<file path="src/rtl/core/sha256c_pkg.sv">
// ----------------------------------------------------------------------------
// sha256c_pkg
// Shared types, round constants and sigma functions for the SHA-256
// block compressor.
// ----------------------------------------------------------------------------
package sha256c_pkg;

  // input queue depth between front and back
  localparam int unsigned QUEUE_DEPTH = 4;

  localparam int unsigned WORD_W      = 32;
  localparam int unsigned NUM_CHAIN   = 8;
  localparam int unsigned BLOCK_WORDS = 16;
  localparam int unsigned NUM_ROUNDS  = 64;

  localparam logic [2:0] LAST_INDEX  = 3'd7;
  localparam logic [3:0] LAST_MSG    = 4'd15;
  localparam logic [5:0] LAST_ROUND  = 6'd63;

  // operation codes of an input beat
  typedef enum logic {
    OP_LOAD    = 1'b0,
    OP_MESSAGE = 1'b1
  } op_t;

  typedef logic [WORD_W-1:0] word_t;

  // all eight chaining words, index 0 is word A
  typedef logic [NUM_CHAIN-1:0][WORD_W-1:0] word_vec_t;

  // one classified input beat as it sits in the queue
  typedef struct packed {
    op_t        op;
    word_t      value;
    logic [2:0] index;
  } item_t;

  // hand-off from the round engine to the output stage
  typedef struct packed {
    logic      start;
    word_vec_t words;
  } emit_req_t;

  // round constants
  localparam word_t ROUND_K [NUM_ROUNDS] = '{
    32'h428A2F98, 32'h71374491, 32'hB5C0FBCF, 32'hE9B5DBA5,
    32'h3956C25B, 32'h59F111F1, 32'h923F82A4, 32'hAB1C5ED5,
    32'hD807AA98, 32'h12835B01, 32'h243185BE, 32'h550C7DC3,
    32'h72BE5D74, 32'h80DEB1FE, 32'h9BDC06A7, 32'hC19BF174,
    32'hE49B69C1, 32'hEFBE4786, 32'h0FC19DC6, 32'h240CA1CC,
    32'h2DE92C6F, 32'h4A7484AA, 32'h5CB0A9DC, 32'h76F988DA,
    32'h983E5152, 32'hA831C66D, 32'hB00327C8, 32'hBF597FC7,
    32'hC6E00BF3, 32'hD5A79147, 32'h06CA6351, 32'h14292967,
    32'h27B70A85, 32'h2E1B2138, 32'h4D2C6DFC, 32'h53380D13,
    32'h650A7354, 32'h766A0ABB, 32'h81C2C92E, 32'h92722C85,
    32'hA2BFE8A1, 32'hA81A664B, 32'hC24B8B70, 32'hC76C51A3,
    32'hD192E819, 32'hD6990624, 32'hF40E3585, 32'h106AA070,
    32'h19A4C116, 32'h1E376C08, 32'h2748774C, 32'h34B0BCB5,
    32'h391C0CB3, 32'h4ED8AA4A, 32'h5B9CCA4F, 32'h682E6FF3,
    32'h748F82EE, 32'h78A5636F, 32'h84C87814, 32'h8CC70208,
    32'h90BEFFFA, 32'hA4506CEB, 32'hBEF9A3F7, 32'hC67178F2
  };

  // round function sigma on word a
  function automatic word_t big_sigma0(input word_t x);
    return {x[1:0], x[31:2]} ^ {x[12:0], x[31:13]} ^ {x[21:0], x[31:22]};
  endfunction

  // round function sigma on word e
  function automatic word_t big_sigma1(input word_t x);
    return {x[5:0], x[31:6]} ^ {x[10:0], x[31:11]} ^ {x[24:0], x[31:25]};
  endfunction

  // schedule sigma on w[t-15]
  function automatic word_t small_sigma0(input word_t x);
    return {x[6:0], x[31:7]} ^ {x[17:0], x[31:18]} ^ {3'b000, x[31:3]};
  endfunction

  // schedule sigma on w[t-2]
  function automatic word_t small_sigma1(input word_t x);
    return {x[16:0], x[31:17]} ^ {x[18:0], x[31:19]} ^ {10'd0, x[31:10]};
  endfunction

endpackage

</file>
<file path="src/rtl/core/sha256c_queue.sv">
// ----------------------------------------------------------------------------
// sha256c_queue
// Front end: accepts input beats, tags them with their operation and holds
// them in a small in-order queue for the round engine.
// ----------------------------------------------------------------------------
module sha256c_queue #(
  parameter int unsigned DEPTH = sha256c_pkg::QUEUE_DEPTH
) (
  input  logic                clk,
  input  logic                rst,
  input  logic                item_valid,
  output logic                item_stall,
  input  logic                operation,
  input  logic [31:0]         word_value,
  input  logic [2:0]          word_index,
  output logic                q_valid,
  output sha256c_pkg::item_t  q_item,
  input  logic                q_pop
);

  localparam int unsigned PTR_W = (DEPTH > 1) ? $clog2(DEPTH) : 1;
  localparam int unsigned CNT_W = $clog2(DEPTH + 1);

  sha256c_pkg::item_t slots [DEPTH];
  logic [PTR_W-1:0]   wr_ptr;
  logic [PTR_W-1:0]   rd_ptr;
  logic [CNT_W-1:0]   fill;
  logic               push;
  sha256c_pkg::item_t in_item;

  // classify the incoming beat
  always_comb begin
    in_item.op    = sha256c_pkg::op_t'(operation);
    in_item.value = word_value;
    in_item.index = word_index;
  end

  assign item_stall = (fill == CNT_W'(DEPTH));
  assign push       = item_valid && !item_stall;
  assign q_valid    = (fill != '0);
  assign q_item     = slots[rd_ptr];

  // pointers and fill level
  always_ff @(posedge clk) begin
    if (rst) begin
      wr_ptr <= '0;
      rd_ptr <= '0;
      fill   <= '0;
    end else begin
      if (push) begin
        wr_ptr <= (wr_ptr == PTR_W'(DEPTH - 1)) ? '0 : wr_ptr + PTR_W'(1);
      end
      if (q_pop) begin
        rd_ptr <= (rd_ptr == PTR_W'(DEPTH - 1)) ? '0 : rd_ptr + PTR_W'(1);
      end
      if (push && !q_pop) begin
        fill <= fill + CNT_W'(1);
      end else if (!push && q_pop) begin
        fill <= fill - CNT_W'(1);
      end
    end
  end

  // queue storage
  always_ff @(posedge clk) begin
    if (push) begin
      slots[wr_ptr] <= in_item;
    end
  end

endmodule

</file>
<file path="src/rtl/core/sha256c_engine.sv">
// ----------------------------------------------------------------------------
// sha256c_engine
// Back end: applies chaining word loads, shifts message words into the
// block buffer and runs the 64 rounds, one round per cycle.
// ----------------------------------------------------------------------------
module sha256c_engine (
  input  logic                    clk,
  input  logic                    rst,
  input  logic                    q_valid,
  input  sha256c_pkg::item_t      q_item,
  output logic                    q_pop,
  output sha256c_pkg::emit_req_t  emit_req,
  input  logic                    emit_busy
);

  typedef enum logic [1:0] {
    S_IDLE,
    S_PREP,
    S_ROUND,
    S_FINAL
  } state_t;

  state_t                 state;
  sha256c_pkg::word_vec_t chain;
  sha256c_pkg::word_vec_t chain_next;
  logic [3:0]             word_count;
  logic [5:0]             round_idx;

  sha256c_pkg::word_t     sched [sha256c_pkg::BLOCK_WORDS];
  sha256c_pkg::word_t     v     [sha256c_pkg::NUM_CHAIN];
  sha256c_pkg::word_t     kw;

  logic                   take_msg;
  sha256c_pkg::word_t     ch;
  sha256c_pkg::word_t     maj;
  sha256c_pkg::word_t     t1;
  sha256c_pkg::word_t     t2;
  sha256c_pkg::word_t     sched_new;

  assign q_pop    = (state == S_IDLE) && q_valid;
  assign take_msg = q_pop && (q_item.op == sha256c_pkg::OP_MESSAGE);

  // round datapath, k + w comes precomputed
  always_comb begin
    ch  = (v[4] & v[5]) ^ (~v[4] & v[6]);
    maj = (v[0] & v[1]) ^ (v[0] & v[2]) ^ (v[1] & v[2]);
    t1  = v[7] + sha256c_pkg::big_sigma1(v[4]) + ch + kw;
    t2  = sha256c_pkg::big_sigma0(v[0]) + maj;
    sched_new = sha256c_pkg::small_sigma1(sched[14]) + sched[9]
              + sha256c_pkg::small_sigma0(sched[1]) + sched[0];
  end

  // feed-forward add into the chaining words
  always_comb begin
    for (int i = 0; i < sha256c_pkg::NUM_CHAIN; i++) begin
      chain_next[i] = chain[i] + v[i];
    end
  end

  assign emit_req.start = (state == S_FINAL) && !emit_busy;
  assign emit_req.words = chain_next;

  // sequencer and chaining words
  always_ff @(posedge clk) begin
    if (rst) begin
      state      <= S_IDLE;
      chain      <= '0;
      word_count <= '0;
      round_idx  <= '0;
    end else begin
      unique case (state)
        S_IDLE: begin
          if (q_pop) begin
            if (q_item.op == sha256c_pkg::OP_LOAD) begin
              chain[q_item.index] <= q_item.value;
            end else begin
              word_count <= word_count + 4'd1;
              if (word_count == sha256c_pkg::LAST_MSG) begin
                state <= S_PREP;
              end
            end
          end
        end
        S_PREP: begin
          round_idx <= '0;
          state     <= S_ROUND;
        end
        S_ROUND: begin
          round_idx <= round_idx + 6'd1;
          if (round_idx == sha256c_pkg::LAST_ROUND) begin
            state <= S_FINAL;
          end
        end
        S_FINAL: begin
          if (!emit_busy) begin
            chain <= chain_next;
            state <= S_IDLE;
          end
        end
        default: state <= S_IDLE;
      endcase
    end
  end

  // block buffer, working variables and k + w
  always_ff @(posedge clk) begin
    if (take_msg) begin
      for (int i = 0; i < sha256c_pkg::BLOCK_WORDS - 1; i++) begin
        sched[i] <= sched[i + 1];
      end
      sched[sha256c_pkg::BLOCK_WORDS - 1] <= q_item.value;
    end else if (state == S_ROUND) begin
      for (int i = 0; i < sha256c_pkg::BLOCK_WORDS - 1; i++) begin
        sched[i] <= sched[i + 1];
      end
      sched[sha256c_pkg::BLOCK_WORDS - 1] <= sched_new;
    end

    if (state == S_PREP) begin
      for (int i = 0; i < sha256c_pkg::NUM_CHAIN; i++) begin
        v[i] <= chain[i];
      end
      kw <= sha256c_pkg::ROUND_K[0] + sched[0];
    end else if (state == S_ROUND) begin
      v[7] <= v[6];
      v[6] <= v[5];
      v[5] <= v[4];
      v[4] <= v[3] + t1;
      v[3] <= v[2];
      v[2] <= v[1];
      v[1] <= v[0];
      v[0] <= t1 + t2;
      kw   <= sha256c_pkg::ROUND_K[round_idx + 6'd1] + sched[1];
    end
  end

endmodule

</file>
<file path="src/rtl/core/sha256c_emit.sv">
// ----------------------------------------------------------------------------
// sha256c_emit
// Output stage: captures the eight updated chaining words of a block and
// sends them out one beat at a time, marking the eighth.
// ----------------------------------------------------------------------------
module sha256c_emit (
  input  logic                    clk,
  input  logic                    rst,
  input  sha256c_pkg::emit_req_t  emit_req,
  output logic                    emit_busy,
  output logic                    digest_valid,
  input  logic                    digest_stall,
  output logic [31:0]             digest_word,
  output logic [2:0]              digest_index,
  output logic                    last_word
);

  sha256c_pkg::word_vec_t words;
  logic [2:0]             idx;
  logic                   active;
  logic                   beat_out;

  assign beat_out     = active && !digest_stall;
  assign emit_busy    = active;
  assign digest_valid = active;
  assign digest_word  = words[idx];
  assign digest_index = idx;
  assign last_word    = (idx == sha256c_pkg::LAST_INDEX);

  // beat counter
  always_ff @(posedge clk) begin
    if (rst) begin
      active <= 1'b0;
      idx    <= '0;
    end else if (emit_req.start) begin
      active <= 1'b1;
      idx    <= '0;
    end else if (beat_out) begin
      idx <= idx + 3'd1;
      if (idx == sha256c_pkg::LAST_INDEX) begin
        active <= 1'b0;
      end
    end
  end

  // result snapshot
  always_ff @(posedge clk) begin
    if (emit_req.start) begin
      words <= emit_req.words;
    end
  end

endmodule

</file>
<file path="src/rtl/core/sha256_block_compressor_unit.sv">
// Sequence: an accepted load or message beat is written into the queue, then popped
// and applied by the engine when it is idle; the sixteenth message word starts a setup
// state, the 64 rounds and a final add state that waits while the output stage is busy;
// the first digest beat follows. Throughput is set by the single round unit doing one
// round per cycle; output overlaps the next block.
// Reset clears chaining words, word count, queue and output stage; buffer is not cleared.
// ----------------------------------------------------------------------------
// sha256_block_compressor_unit
// SHA-256 compression function over a stream of 32-bit words: loads set the
// chaining words, every sixteen message words yield eight digest beats.
// ----------------------------------------------------------------------------
module sha256_block_compressor_unit #(
  parameter int unsigned QUEUE_DEPTH = sha256c_pkg::QUEUE_DEPTH
) (
  input  logic        clk,
  input  logic        rst,
  input  logic        item_valid,
  output logic        item_stall,
  input  logic        operation,
  input  logic [31:0] word_value,
  input  logic [2:0]  word_index,
  output logic        digest_valid,
  input  logic        digest_stall,
  output logic [31:0] digest_word,
  output logic [2:0]  digest_index,
  output logic        last_word
);

  logic                   q_valid;
  logic                   q_pop;
  sha256c_pkg::item_t     q_item;
  sha256c_pkg::emit_req_t emit_req;
  logic                   emit_busy;

  // front: accept and queue beats
  sha256c_queue #(
    .DEPTH (QUEUE_DEPTH)
  ) u_queue (
    .clk        (clk),
    .rst        (rst),
    .item_valid (item_valid),
    .item_stall (item_stall),
    .operation  (operation),
    .word_value (word_value),
    .word_index (word_index),
    .q_valid    (q_valid),
    .q_item     (q_item),
    .q_pop      (q_pop)
  );

  // back: loads, block buffer and rounds
  sha256c_engine u_engine (
    .clk       (clk),
    .rst       (rst),
    .q_valid   (q_valid),
    .q_item    (q_item),
    .q_pop     (q_pop),
    .emit_req  (emit_req),
    .emit_busy (emit_busy)
  );

  // digest output stage
  sha256c_emit u_emit (
    .clk          (clk),
    .rst          (rst),
    .emit_req     (emit_req),
    .emit_busy    (emit_busy),
    .digest_valid (digest_valid),
    .digest_stall (digest_stall),
    .digest_word  (digest_word),
    .digest_index (digest_index),
    .last_word    (last_word)
  );

`ifndef ASSERT_OFF
  // a new block result never overwrites one still being sent
  a_start_when_free: assert property (@(posedge clk) disable iff (rst)
    emit_req.start |-> !emit_busy)
    else $error("block result handed over while output stage busy");

  // the engine only pops a non-empty queue
  a_pop_nonempty: assert property (@(posedge clk) disable iff (rst)
    q_pop |-> q_valid)
    else $error("queue popped while empty");

  // an accepted beat leaves the queue non-empty
  a_push_lands: assert property (@(posedge clk) disable iff (rst)
    item_valid && !item_stall |=> q_valid)
    else $error("accepted beat missing from queue");

  // after the eighth digest beat the output is not valid in the next cycle
  a_last_ends: assert property (@(posedge clk) disable iff (rst)
    digest_valid && !digest_stall && last_word |=> !digest_valid)
    else $error("digest beat follows the last word directly");
`endif

endmodule
</file>
<file path="config.mk">
export PLATFORM = sky130hd
export DESIGN_NAME = sha256_block_compressor_unit
export DESIGN_NICKNAME = d
export VERILOG_FILES = /design/src/rtl/core/sha256c_pkg.sv /design/src/rtl/core/sha256c_queue.sv /design/src/rtl/core/sha256c_engine.sv /design/src/rtl/core/sha256c_emit.sv /design/src/rtl/core/sha256_block_compressor_unit.sv
export SDC_FILE = /design/constraint.sdc
export NUM_CORES = 2
export LEC_CHECK = 0
export BUFFER_PORTS_ARGS = -buffer_cell sky130_fd_sc_hd__buf_2
export CORE_UTILIZATION = 50
export DETAILED_ROUTE_END_ITERATION = 8
export PLACE_DENSITY_LB_ADDON = 0.15
export SYNTH_ARGS = -nofsm -noshare
export SYNTH_HDL_FRONTEND = slang
export SYNTH_SLANG_ARGS = --single-unit
</file>
<file path="constraint.sdc">
create_clock -name clk -period 19.7 [get_ports clk]
set_input_delay 0 -clock clk [delete_from_list [all_inputs] [get_ports clk]]
set_output_delay 0 -clock clk [all_outputs]
set_load 0.02 [all_outputs]
</file>
Yosys cells after proc, flatten, opt, wreduce, memory -nomap -nowiden. Memory sizes are Yosys's and may differ from the RTL's. A register that Yosys moved wholly into a read port is not among the register bits. Index checks and enable logic that the tools add are counted.

Register bits after elaboration: 567. RAM bits: 912. Bits in read-only memories: 2048. Bits of input ports: 40. Output and inout port bits: 38. Memories kept: 4.

$add $sub $neg: 26. Order comparisons: 4. Equality and inequality tests: 15. Mux-type cells: 64. Bitwise logic cells: 42. Reductions and logical operators: 25.

Memory list: (name not given) (words 64, width 32, rd ports 1, clocked after memory_dff 0, wr ports 0, RTL line sha256c_engine.sv:133) `kw <= sha256c_pkg::ROUND_K[round_idx + 6'd1] + sched[1];`; u_engine.sched (words 16, width 32, rd ports 16, clocked after memory_dff 0, wr ports 16, RTL line sha256c_engine.sv:29) `sha256c_pkg::word_t sched [sha256c_pkg::BLOCK_WORDS];`; u_engine.v (words 8, width 32, rd ports 8, clocked after memory_dff 0, wr ports 8, RTL line sha256c_engine.sv:30) `sha256c_pkg::word_t v [sha256c_pkg::NUM_CHAIN];`; u_queue.slots (words 4, width 36, rd ports 1, clocked after memory_dff 1, wr ports 1, RTL line sha256c_queue.sv:24) `sha256c_pkg::item_t slots [DEPTH];`.

Operators with widths (count): 32-bit two-way mux (30); 256-bit two-way mux (3); 32-bit adder (18); 256-bit one-hot mux with 2 select lines (1); 32-bit XOR (9); 256-bit bitwise mux (1); 32-bit bitwise AND (5); 32-bit binary-select mux with 3-bit select (1); 32-bit demux with 3-bit select (1); 31-bit by 32-bit adder with 32-bit output (first input constant) (1); 32-bit inverter (1); 32-bit by 22-bit XOR with 32-bit output (1); 32-bit by 29-bit XOR with 32-bit output (1); 1-bit bitwise OR (24); 2-bit two-way mux (9); 1-bit two-way mux (14); 6-bit one-hot mux with 2 select lines (1); 2-bit nonzero test (5); 2-bit == test (second input constant) (4); 1-bit logical AND (8); 3-bit by 4-bit less-than comparator with 1-bit output (second input constant) (2); 2-bit one-hot mux with 4 select lines (1); 7-bit greater-or-equal comparator (second input constant) (1); 6-bit inverter with 7-bit output (1); other kinds (21) (33).

Depth between registers and ports, before layout.
Word-level depth: 8. Gate-level depth with buffers: 32. Depth with buffers taken out: 31.

By module. From an unflattened synthesis, not the netlist that was laid out.

Cells, all modules: 7281. Area, all modules: 83787.9 µm².

By module, submodules not included: sha256c_engine (times used 1, cells an instance 6656, area each 68185.4 µm²); sha256c_emit (times used 1, cells an instance 387, area each 9905.8 µm²); sha256c_queue (times used 1, cells an instance 238, area each 5696.7 µm²).

Worst setup path before layout. No wires, ideal clock.

Kind: register -> register. From: register with a tool-made name. To: memory u_engine.sched[0][0] (netlist bit), enable pin. Library setup time: 3.662 ns. Arrival: 9.920 ns. Setup slack: 6.118 ns. Cell stages (with the launch flop): 7. Buffers on the path: 3. Clock period less this slack: 13.582 ns. Cell sequence: dfxtp_1 > buf_2 > mux4_2 > nand2b_1 > clkbuf_1 > clkbuf_1 > nand2_1.

RTL lines (RTL line): end: declaration (sha256c_engine.sv:29).

==> summary.md <==
| Metric | Value |
|---|---|
| Status | `completed` |
| Initial cell density of the core | `50.4%` |
| Clock Power Share | `roughly 20%` |
| HP Start | `digest_stall` |
| Slew headroom | `22.9%` |
| Most frequent cells after synthesis | `1200 x edfxtp_1, 583 x nor2_1, 567 x a21oi_1, 494 x xnor2_1, 435 x ha_1` |
| Worst VDD drop | `0.248 mV` |
| Post-synthesis sequential area ratio | `between 40% and 50%` |
| # setup viols final | `0` |
| Clk root buf | `clkbuf_16` |
| Synth-to-Final Area Change | `10.4%` |
| Hold EP | `u_emit.digest_index[0]$_SDFFE_PP0P_` |
| Filler Cell Count | `approximately 14000` |
| Yosys reg bits | `1481` |
| Critical Path RT | `20280 ps` |
| Met1 Resource Use GR | `43.7%` |
| Die ar. | `170000 um2` |
| Worst R2R Setup Slack | `between 10000 and 15000 ps` |
| Design area | `92900 um2` |
| RR Endpoint | `u_engine.v[0][31]$_DFFE_PP_` |
| Synth area leaders | `edfxtp_1 43%, dfxtp_1 6.7%, ha_1 6.5%` |
| Final hold vios | `0` |
| Fin Setup TNS | `0 ps` |
| Data arrival time of the critical path | `8280 ps` |
| Worst-case clock buffer depth | `3` |
| Clock Skews | `66.4 ps` |
| Gate Count Post-Synth | `approximately 7300` |
| Yosys cell types | `99` |
| Wire per inst | `about 28 um` |
| Fin util | `55.6%` |
| CP max stage delay | `600 ps` |
| Global Route Usage Sum | `31.6%` |
| Post-DR vias/cell | `between 6 and 7` |
| Ys flop type | `edfxtp_1` |
| Critical path capture point type | `flip-flop` |
| Period utilization | `39.1%` |
| Clk sink count | `1481` |
| Cell count after placement | `around 9300` |
| Most used routing layer | `met2` |
| Met3 Usage GRT | `under 10%` |
| Crit Path Max Fanout | `6` |
| CP most frequent cell | `xnor2_1` |
| CTS Buf Count | `160` |
| Final HPWL DP | `199000 um` |
| Routed WL | `271000 um` |
| Post-Synth XOR/XNOR Area | `approximately 7%` |
| GPL Wtd Cong | `0.986` |
| WHS Path Cells | `5` |
| Synth Area in Adders | `10.5%` |
| Pre-antenna DRT Iters | `6` |
| Sw Pwr | `6.07 mW` |
| Async set-or-reset flop fraction in the synthesized netlist | `0%` |
| Most common cell in the netlist | `edfxtp_1` |
| Yosys top cell by area | `edfxtp_1` |
| Multiplexer share of the synthesized area | `7.11%` |
| Cts repair resizes | `0` |
| CTS tree | `yes` |
| Sequential share of power | `33.4%` |
| Crit path kind | `reg -> reg` |
| Sw Ratio | `39.9%` |
| Worst min-delay path class | `in -> reg` |
| First-pass GRT wire length | `~400000 um` |
| Remaining Overflow, GRT | `0` |
| Synth Warn # | `0` |
| LEAKAGE | `34.6 nW` |
| Area share of the largest cell type after synthesis | `42.8%` |
| H-tree Lvls | `4` |
| Number of synthesized flops with an enable pin | `1200` |
| RSZ-0062 raised after global routing | `no` |
| Slowest CP cell | `edfxtp_1` |
| Clock slew at reported path FFs | `60 ps` |
| # rows | `150` |
| Residual DRC count | `0` |
| Total number of vias | `between 50000 and 60000` |
| Met2 usage | `~50%` |
| Syn Std Cell Area | `84100 um2` |
| Least-Margin Pin Slew | `1160 ps` |
| Core Footprint | `167000 um2` |
| Avg Inst Size Synth | `11.6 um2` |
| Synth Area in Compound Gates | `between 10% and 20%` |
| Max-cap viol count | `0` |
| Die Wd | `412 um` |
| Reg2reg start | `u_engine.v[0][154]$_DFFE_PP_` |
| Final min period | `7710 ps` |
| 1st-iter DRT viols | `approximately 6400` |
| Largest family of logic cells by synthesized area | `compound AO/OA/AOI/OAI gates` |
| Input/output buffers | `77` |
| Syn_nets | `~8000` |
| R2R cell count | `30` |
| Initial antenna violation count | `12` |
| Layout cells sized above 1 | `12.2%` |
| Area after DPL | `86600 um2` |
| Die H | `412 um` |
| Final Max Tran Viols | `0` |
| Post-Synth Simple-Gate Area | `8.11%` |
| Ports | `78` |
| Final std cells w/o fill | `around 9600` |
| Pwr/cell area | `164 nW/um2` |
| Largest net degree at the start of global routing | `between 100 and 150` |
| Antenna-violating nets left | `0` |
| Internal power | `9.17 mW` |
| Vias in the first global route | `approximately 57000` |
| Startpoint types | `flip-flop` |
| Clk_lat worst skew | `860 ps` |
| FMAX | `0.130 GHz` |
| Final #Nets | `around 7900` |
| Comb power frac | `46.3%` |
## worst max path at each step
stage	from	to	slack [ps]	cells past startpoint
2_1_floorplan	flip-flop	u_engine.sched[0][0]$_DFFE_PP_	6120	6
6_report	u_engine.v[0][154]$_DFFE_PP_	u_engine.v[0][31]$_DFFE_PP_	11990	30
4_1_cts	u_engine.v[0][154]$_DFFE_PP_	u_engine.v[0][31]$_DFFE_PP_	12080	30
3_5_place_dp	u_engine.v[0][154]$_DFFE_PP_	u_engine.v[0][31]$_DFFE_PP_	12100	30
5_1_grt	u_engine.v[0][150]$_DFFE_PP_	u_engine.v[0][31]$_DFFE_PP_	11700	29
3_3_place_gp	u_engine.v[0][154]$_DFFE_PP_	u_engine.v[0][31]$_DFFE_PP_	12070	30
## cell usage in the layout (no fill, tap or decap), types with 64 or more instances in the layout
| cell type | synthesis | final |
|---|---|---|
| a211oi_1 | 227 | 227 |
| a21o_1 | 206 | 206 |
| a21oi_1 | 567 | 567 |
| a311oi_1 | 92 | 92 |
| a31oi_1 | 64 | 64 |
| buf_2 | 27 | 76 |
| buf_4 | 0 | 69 |
| clkbuf_16 | 0 | 161 |
| dfxtp_1 | 281 | 277 |
| dlygate4sd3_1 | 0 | 77 |
| edfxtp_1 | 1200 | 1200 |
| fa_1 | 167 | 167 |
| ha_1 | 435 | 430 |
| inv_1 | 342 | 341 |
| mux2_2 | 301 | 301 |
| mux4_2 | 106 | 106 |
| nand2_1 | 402 | 401 |
| nand2b_1 | 83 | 82 |
| nand3_1 | 72 | 72 |
| nor2_1 | 583 | 579 |
| nor3_1 | 110 | 110 |
| o21a_1 | 79 | 78 |
| o21ai_0 | 334 | 332 |
| xnor2_1 | 494 | 490 |
| xor2_1 | 166 | 164 |
## what timing repair did
action,CTS,global route
buffers inserted,0,0
endpoints found under the hold margin,230,0
hold buffers,77,0
## layout make-up
type,instances,area (um2),share of cell area (%)
flip-flops and latches,1481,41700,44.9
repair buffers,226,1740,1.88
inverters,345,1290,1.39
well taps,2204,2760,2.97
clock inverters,87,1030,1.11
multi-input cells,5077,39900,43.0
diodes,8,20.0,0.0216
clock buffers,214,4400,4.74
## through the flow
stage                     hold slack [ps]  total power [mW]  setup WS (ps)
after detailed placement              216              12.1          12100
after CTS                            55.5              15.3          12080
after global routing                  169              16.2          11700
final                                 132              15.2          11990
after floorplan                      98.9              10.3           6120
after global placement                213              12.1          12070
## cell families after synthesis
family	Yosys count
compound gates	1884
flops	1481
simple gates	1499
buf+inv	716
xor+xnor	660
fa+ha+maj	607
mux	427
## routing by layer
metal | share of wire [%] | wire length [um]
met2 | 46 | 125000
met5 | 0.017 | 45
met3 | 7.1 | 19300
met1 | 42 | 115000
met4 | 4.3 | 11700
## registers in the layout (all words and copies together), names as in the netlist, named ones only
signal               count
u_queue.wr_ptr           2
u_engine.word_count      4
u_queue.fill             3
u_emit.words           256
u_queue.rd_ptr           2
u_emit.digest_index      3
u_engine.chain         256
u_queue.slots          144
u_engine.kw             32
u_engine.sched         512
u_engine.round_idx       6
u_emit.digest_valid      1
u_engine.v             256
u_engine.state           2
## power by group through the flow
stage	Sequential, mW	Clock [mW]	Combinational [mW]
final	5.09	3.09	7.06
after global routing	5.14	3.25	7.80
after CTS	5.09	3.14	7.04
after detailed placement	5.14	0	6.97
after global placement	5.12	0	6.93
after floorplan	5.19	0	5.08
## worst max-delay path, delay by kind of cell, from the launching register on
family	cells	cell delay, ps
compound gates	11	2650
fa+ha+maj	6	2490
xor+xnor	5	900
flops	1	600
simple gates	3	320
mux	1	270
buf+inv	4	230
Note: power is estimated with default switching activity, not from simulation.
